--- src/hw/rtl/sorted_array_merge_top_defines.svh ---
// Assertion macros shared by the sorted array merge RTL.
`ifndef SORTED_ARRAY_MERGE_TOP_DEFINES_SVH
`define SORTED_ARRAY_MERGE_TOP_DEFINES_SVH

// Same-cycle implication, checked on every clock edge outside reset.
`define SAM_ASSERT_NOW(label, ante, cons) \
  label: assert property (@(posedge clk) disable iff (!rst_n) (ante) |-> (cons)) \
    else $error("sorted array merge check failed");

// Next-cycle implication, checked on every clock edge outside reset.
`define SAM_ASSERT_NEXT(label, ante, cons) \
  label: assert property (@(posedge clk) disable iff (!rst_n) (ante) |=> (cons)) \
    else $error("sorted array merge check failed");

`endif

--- src/hw/rtl/sam_pkg.sv ---
// Shared constants and types for the sorted array merge block.
`default_nettype none
package sam_pkg;

  localparam int LIST_DEPTH = 32;
  localparam int ADDR_W     = $clog2(LIST_DEPTH);
  localparam int CNT_W      = $clog2(LIST_DEPTH + 1);
  localparam int TOT_W      = $clog2(2 * LIST_DEPTH + 1);
  localparam int DATA_W     = 32;
  localparam int POS_W      = 6;

  typedef enum logic [1:0] {
    OP_APPEND_FIRST  = 2'd0,
    OP_APPEND_SECOND = 2'd1,
    OP_MERGE         = 2'd2
  } sam_op_t;

  // Control from the sequencer to one list.
  typedef struct packed {
    logic append;
    logic clear;
  } sam_list_ctrl_t;

endpackage
`default_nettype wire

--- src/hw/rtl/sorted_array_merge_top.sv ---
// Top level of the sorted array merge block: store sequencer and merge engine.
// Store item: accepted with no result; the next item may follow at once.
// Merge item: enters the merge state, then the output register takes one result per
// cycle while out_stall is low (a single empty result if both lists are empty);
// in_stall holds until the last result; the two list memories read heads ahead at the next address.
// Synchronous active-low reset clears counts, drop flag and control; memories are not cleared.
`default_nettype none
`include "sorted_array_merge_top_defines.svh"
module sorted_array_merge_top (
  input  wire logic                               clk,
  input  wire logic                               rst_n,
  input  wire logic                               in_valid,
  output logic                                    in_stall,
  input  wire logic [1:0]                         in_operation,
  input  wire logic signed [sam_pkg::DATA_W-1:0]  in_item_value,
  output logic                                    out_valid,
  input  wire logic                               out_stall,
  output logic signed [sam_pkg::DATA_W-1:0]       out_merged_value,
  output logic      [sam_pkg::POS_W-1:0]          out_position,
  output logic                                    out_last_of_run,
  output logic                                    out_empty_merge,
  output logic                                    out_dropped_any
);
  import sam_pkg::*;

  typedef enum logic {
    ST_IDLE,
    ST_MERGE
  } state_t;

  state_t state_r;

  // Merge read pointers and output index.
  logic [CNT_W-1:0] i_r, i_nxt;
  logic [CNT_W-1:0] j_r, j_nxt;
  logic [TOT_W-1:0] k_r;
  logic             overflow_r;

  // Output register.
  logic                     out_valid_r;
  logic signed [DATA_W-1:0] out_value_r;
  logic [POS_W-1:0]         out_pos_r;
  logic                     out_last_r;
  logic                     out_empty_r;
  logic                     out_drop_r;

  sam_list_ctrl_t   first_ctrl, second_ctrl;
  logic [DATA_W-1:0] first_head, second_head;
  logic [CNT_W-1:0]  first_count, second_count;
  logic              first_full, second_full;

  logic              accept;
  logic              store_first, store_second, store_merge;
  logic              emit;
  logic [TOT_W-1:0]  total;
  logic              is_empty;
  logic              take_first;
  logic              is_last;
  logic              finish;

  assign accept       = in_valid && !in_stall;
  assign store_first  = accept && (in_operation == OP_APPEND_FIRST);
  assign store_second = accept && (in_operation == OP_APPEND_SECOND);
  assign store_merge  = accept && (in_operation == OP_MERGE);

  // Hold inputs off for the whole merge.
  assign in_stall = (state_r != ST_IDLE);

  assign total    = TOT_W'(first_count) + TOT_W'(second_count);
  assign is_empty = (total == '0);

  // Smaller head wins; the first list wins on a tie.
  always_comb begin
    if (i_r >= first_count) begin
      take_first = 1'b0;
    end else if (j_r >= second_count) begin
      take_first = 1'b1;
    end else begin
      take_first = ($signed(first_head) <= $signed(second_head));
    end
  end

  // Emit whenever the output register is free or being drained.
  assign emit    = (state_r == ST_MERGE) && (!out_valid_r || !out_stall);
  assign is_last = is_empty || ((k_r + TOT_W'(1)) == total);
  assign finish  = emit && is_last;

  // Advance the pointer of the list just taken; its memory reads ahead at the new
  // address, so the head data is ready in the next cycle.
  always_comb begin
    i_nxt = i_r;
    j_nxt = j_r;
    if (emit && !is_empty) begin
      if (take_first) begin
        i_nxt = i_r + CNT_W'(1);
      end else begin
        j_nxt = j_r + CNT_W'(1);
      end
    end
  end

  assign first_ctrl  = '{append: store_first,  clear: finish};
  assign second_ctrl = '{append: store_second, clear: finish};

  sam_list u_first (
    .clk      (clk),
    .rst_n    (rst_n),
    .ctrl     (first_ctrl),
    .wr_value (in_item_value),
    .rd_addr  (i_nxt[ADDR_W-1:0]),
    .rd_data  (first_head),
    .count    (first_count),
    .full     (first_full)
  );

  sam_list u_second (
    .clk      (clk),
    .rst_n    (rst_n),
    .ctrl     (second_ctrl),
    .wr_value (in_item_value),
    .rd_addr  (j_nxt[ADDR_W-1:0]),
    .rd_data  (second_head),
    .count    (second_count),
    .full     (second_full)
  );

  always_ff @(posedge clk) begin
    if (!rst_n) begin
      state_r     <= ST_IDLE;
      i_r         <= '0;
      j_r         <= '0;
      k_r         <= '0;
      overflow_r  <= 1'b0;
      out_valid_r <= 1'b0;
    end else begin
      // Output valid: set on emit, drop once taken.
      if (emit) begin
        out_valid_r <= 1'b1;
      end else if (!out_stall) begin
        out_valid_r <= 1'b0;
      end

      // Payload of the output register: no reset needed.
      if (emit) begin
        out_value_r <= is_empty ? '0 : (take_first ? first_head : second_head);
        out_pos_r   <= k_r[POS_W-1:0];
        out_last_r  <= is_last;
        out_empty_r <= is_empty;
        out_drop_r  <= overflow_r;
      end

      case (state_r)
        ST_IDLE: begin
          // A store into a full list is dropped and flagged.
          if ((store_first && first_full) || (store_second && second_full)) begin
            overflow_r <= 1'b1;
          end
          if (store_merge) begin
            state_r <= ST_MERGE;
          end
        end
        ST_MERGE: begin
          if (finish) begin
            state_r    <= ST_IDLE;
            i_r        <= '0;
            j_r        <= '0;
            k_r        <= '0;
            overflow_r <= 1'b0;
          end else if (emit) begin
            i_r <= i_nxt;
            j_r <= j_nxt;
            k_r <= k_r + TOT_W'(1);
          end
        end
        default: begin
          state_r <= ST_IDLE;
        end
      endcase
    end
  end

  assign out_valid        = out_valid_r;
  assign out_merged_value = out_value_r;
  assign out_position     = out_pos_r;
  assign out_last_of_run  = out_last_r;
  assign out_empty_merge  = out_empty_r;
  assign out_dropped_any  = out_drop_r;

  `SAM_ASSERT_NOW(a_ptr_bound, state_r == ST_MERGE,
                  (i_r <= first_count) && (j_r <= second_count))
  `SAM_ASSERT_NOW(a_index_sum, state_r == ST_MERGE,
                  k_r == (TOT_W'(i_r) + TOT_W'(j_r)))
  `SAM_ASSERT_NEXT(a_finish_clears, finish,
                   (state_r == ST_IDLE) && (first_count == '0) &&
                   (second_count == '0) && !overflow_r && out_valid_r && out_last_r)
  `SAM_ASSERT_NOW(a_idle_ptrs, state_r == ST_IDLE,
                  (i_r == '0) && (j_r == '0) && (k_r == '0))

endmodule
`default_nettype wire

--- src/hw/rtl/sam_list.sv ---
// One stored list: a synchronous memory with its fill count.
`default_nettype none
module sam_list (
  input  wire logic                        clk,
  input  wire logic                        rst_n,
  input  wire sam_pkg::sam_list_ctrl_t     ctrl,
  input  wire logic [sam_pkg::DATA_W-1:0]  wr_value,
  input  wire logic [sam_pkg::ADDR_W-1:0]  rd_addr,
  output logic      [sam_pkg::DATA_W-1:0]  rd_data,
  output logic      [sam_pkg::CNT_W-1:0]   count,
  output logic                             full
);
  import sam_pkg::*;

  logic [DATA_W-1:0] mem [LIST_DEPTH];
  logic [DATA_W-1:0] rd_data_r;
  logic [CNT_W-1:0]  count_r;

  assign full    = (count_r >= CNT_W'(LIST_DEPTH));
  assign count   = count_r;
  assign rd_data = rd_data_r;

  // Write at the fill position; drop the item when full.
  always_ff @(posedge clk) begin
    if (ctrl.append && !full) begin
      mem[count_r[ADDR_W-1:0]] <= wr_value;
    end
    rd_data_r <= mem[rd_addr];
  end

  always_ff @(posedge clk) begin
    if (!rst_n) begin
      count_r <= '0;
    end else if (ctrl.clear) begin
      count_r <= '0;
    end else if (ctrl.append && !full) begin
      count_r <= count_r + CNT_W'(1);
    end
  end

endmodule
`default_nettype wire
--- config.mk ---
export PLATFORM = sky130hd
export DESIGN_NAME = sorted_array_merge_top
export DESIGN_NICKNAME = d
export VERILOG_FILES = /design/src/hw/rtl/sam_pkg.sv /design/src/hw/rtl/sorted_array_merge_top.sv /design/src/hw/rtl/sam_list.sv
export VERILOG_INCLUDE_DIRS = /design/src /design/src/hw/rtl
export SDC_FILE = /design/constraint.sdc
export NUM_CORES = 2
export LEC_CHECK = 0
export ABC_AREA = 0
export BUFFER_PORTS_ARGS = -buffer_cell sky130_fd_sc_hd__buf_2
export CORE_MARGIN = 2
export CORE_UTILIZATION = 60
export DETAILED_ROUTE_END_ITERATION = 8
export PLACE_DENSITY = 0.76
export SYNTH_ARGS = -nofsm -noshare
export SYNTH_HDL_FRONTEND = slang
export SYNTH_SLANG_ARGS = --single-unit
--- constraint.sdc ---
create_clock -name clk -period 9.5 [get_ports clk]
set_input_delay 1.425 -clock clk [delete_from_list [all_inputs] [get_ports clk]]
set_output_delay 1.425 -clock clk [all_outputs]
set_load 0.03 [all_outputs]
==> metrics.md <==
| Metric | Value |
|---|---|
| Mapped Nets | `6292` |
| Cell mode on critical path | `nand4_1` |
| Yosys warns | `0` |
| Clk pwr share | `0.417` |
| Clock slew at reported path FFs | `0.06 ns` |
| DRC | `0` |
| Largest area contributor in the netlist | `edfxtp_1` |
| Antenna violations before repair | `14` |
| CP Cell Sequence | `inv_1 > ha_1 > nand4_1 > nor4_1 > a21boi_0 > o31a_1 > o31a_1 > o21ai_1 > or3_1 > nand2_4 > buf_4 > nand3_1 > nand4_1 > nand4_1` |
| CP max stage delay | `1.10 ns` |
| Fraction of the mapped netlist area in adder cells | `0.00921` |
| Yosys top cell area share | `0.738` |
| Layout cells sized above 1 | `0.0906` |
| Synth Area in Compound Gates | `0.0341` |
| Synthesized area per cell | `13.7 um2` |
| Cell family with most CP delay | `simple AND/OR/NAND/NOR gates` |
| Routed Wire Length | `231 mm` |
| Critical path fanouts, max | `58` |
| P&R area growth vs syn | `10.7%` |
| Final Slew Violations | `0` |
| Clock Skews | `0.0247 ns` |
| Nets | `6327` |
| Num CTS Buffers | `206` |
| Post-synth EDFFs | `2089` |
| WS Path Type | `register to register` |
| Fillers | `9286` |
| Post-Route Setup TNS | `0 ns` |
| MaxCap Viol Count | `0` |
| Status | `completed` |
| TritonCTS clock tree | `done` |
| Post-synthesis cell count | `6192` |
| Final setup viols | `0` |
| Async S/R FF share, synth | `0` |
| Post-CTS setup buffer count | `0` |
| Maximum vdd drop | `0.000193 V` |
| CORE AREA | `0.141 mm2` |
| Mux cell area share after synthesis | `0.0208` |
| Top FF cell, synth | `edfxtp_1` |
| Critical Path RT | `10.15 ns` |
| Chip width | `380 um` |
| Final hold slack | `0.439 ns` |
| Routed Antenna Nets | `0` |
| Final worst-path cycle share | `0.632` |
| Register area share after synthesis | `0.761` |
| Pint | `15000 uW` |
| Die area | `0.145 mm2` |
| Chip Height | `380 um` |
| NetSw | `3860 uW` |
| First-pass GRT wire length | `335 mm` |
| Initial DRT Pass Iterations | `6` |
| Upper clock frequency limit | `0.167 GHz` |
| HP Class | `register to register` |
| Crit path DAT | `6.66 ns` |
| Clk sinks | `2187` |
| RSZ-0062 raised after global routing | `no` |
| Element type at the critical path end | `register` |
| H-tree levels | `4` |
| Post_cts resized | `0` |
| Vias in the first global route | `51.1k` |
| Drt initial violations | `8779` |
| Crit start category | `register` |
| Combinational family with the most area after synthesis | `simple AND/OR/NAND/NOR gates` |
| Largest cells by area after synthesis | `edfxtp_1 (74%), nand2_1 (8.0%), nand3_1 (3.7%), nand4_1 (2.4%), dfxtp_1 (2.3%)` |
| Post-synthesis simple-gate area fraction | `0.150` |
| Actual slew at the worst max-slew pin | `1.36 ns` |
| Comb power frac | `0.019` |
| PortBufs | `80` |
| WP buf/inv | `2` |
| GR Util All Layers | `0.314` |
| DP Wirelength | `116 mm` |
| Synth Register Bits | `2187` |
| I/O pin count | `81` |
| Worst skew pair latency | `0.84 ns` |
| Slowest CP cell | `nor4_1` |
| Total number of vias | `54.1k` |
| Total gr overflow | `0` |
| Total power | `18800 uW` |
| Power per cell area | `200 mW/mm2` |
| Post-Syn Area | `0.0850 mm2` |
| Post-layout min period | `6.00 ns` |
| Post-Synth XOR/XNOR Area | `0.00299` |
| Switch share | `0.205` |
| Final hold vios | `0` |
| Avg WL per Cell | `27.9 um` |
| Hold buffers post-CTS | `0` |
| # rows | `138` |
| Clk buf depth | `3` |
| Initial Util | `0.603` |
| Largest net degree at the start of global routing | `177` |
| RD Place Congestion | `0.881` |
| Rel. slew slack | `0.0925` |
| Sequential share of power | `0.564` |
| Leakage Power | `0.0308 uW` |
| Unique masters post-synth | `72` |
| Via density | `6.52` |
| Clock Tree Root | `clkbuf_16` |
cell usage in the layout (no fill, tap or decap), drive strengths merged, types with 19 or more instances in the layout:
cell       n
edfxtp  2089
nand2   1812
nand3    630
nand4    322
clkbuf   259
buf      195
mux2i    174
a32oi    161
a31oi     99
dfxtp     98
nor2      97
clkinv    91
inv       67
ha        61
a21oi     57
o21ai     24
xnor2     19
state kept, by name, indices dropped and copies added, names as in the netlist, 6 cells and up:
signal / cells
u_first.mem: 1024
u_first.count: 6
out_merged_value: 32
i_r: 6
j_r: 6
u_second.rd_data: 32
u_first.rd_data: 32
k_r: 7
u_second.mem: 1024
u_second.count: 6
out_position: 6
power groups by stage:
stage                     Combinational, uW  Sequential (uW)  Clock [uW]
after floorplan                         118            10800           0
after CTS                               353            10600        7860
final                                   364            10600        7840
after global routing                    388            10600        8220
after detailed placement                351            10800           0
after global placement                  339            10800           0
layout make-up:
type,instances,area [um2],share of cell area
clock inverter,122,941,0.0100
multi-input combinational,3584,19100,0.203
sequential,2187,64700,0.687
timing repair buffer,195,1400,0.0149
inverter,53,199,0.00211
tap,1890,2360,0.0251
clock buffer,259,5390,0.0573
antenna,3,7.51,0.0000798
layer usage:
layer,GRT usage,up-vias,wire length (um)
met5,0,-,0
met4,0.118,0,9130
met3,0.0813,608,31100
met2,0.475,3748,105000
met1,0.444,26651,85900
li1,-,23055,-
metrics by stage:
stage / util / instance area [um2] / setup slack (ns) / std cells
2_1_floorplan: - / 85000 / 4.76 / 6192
3_3_place_gp: 0.622 / 87800 / 3.83 / 7909
3_5_place_dp: 0.622 / 87800 / 3.73 / 7909
4_1_cts: 0.667 / 94100 / 3.77 / 8290
5_1_grt: 0.667 / 94100 / 3.28 / 8291
6_report: 0.667 / 94100 / 3.50 / 8293
worst paths after layout:
kind,startpoint,end,slack [ns],depth (start not counted)
worst max-delay path,u_second.rd_data[7],u_second.rd_data[7],3.50,14
worst min-delay path,overflow_r,out_dropped_any,0.44,0
worst max register to register,u_second.rd_data[7],u_second.rd_data[7],3.50,14
worst min register to register,overflow_r,out_dropped_any,0.44,0
cells in the mapped netlist (20+ instances only):
master and count:
clkbuf_1 172, a32oi_1 161, a21oi_1 57, ha_1 61, buf_2 147, inv_1 51
nand2_1 1811, a31oi_1 99, mux2i_1 174, o21ai_0 20, nand4_1 322, nand3_1 630
buf_1 29, edfxtp_1 2089, nor2_1 96, dfxtp_1 98
kinds of logic (layout without fill, tap and decap cells):
group	count (synthesis)	count (layout)
mux	176	176
fa+ha+maj	62	62
other cells	0	3
compound gates	395	395
simple gates	2922	2922
flops	2187	2187
buf+inv	421	629
xor+xnor	29	29
(Power assumes the default switching activity.)
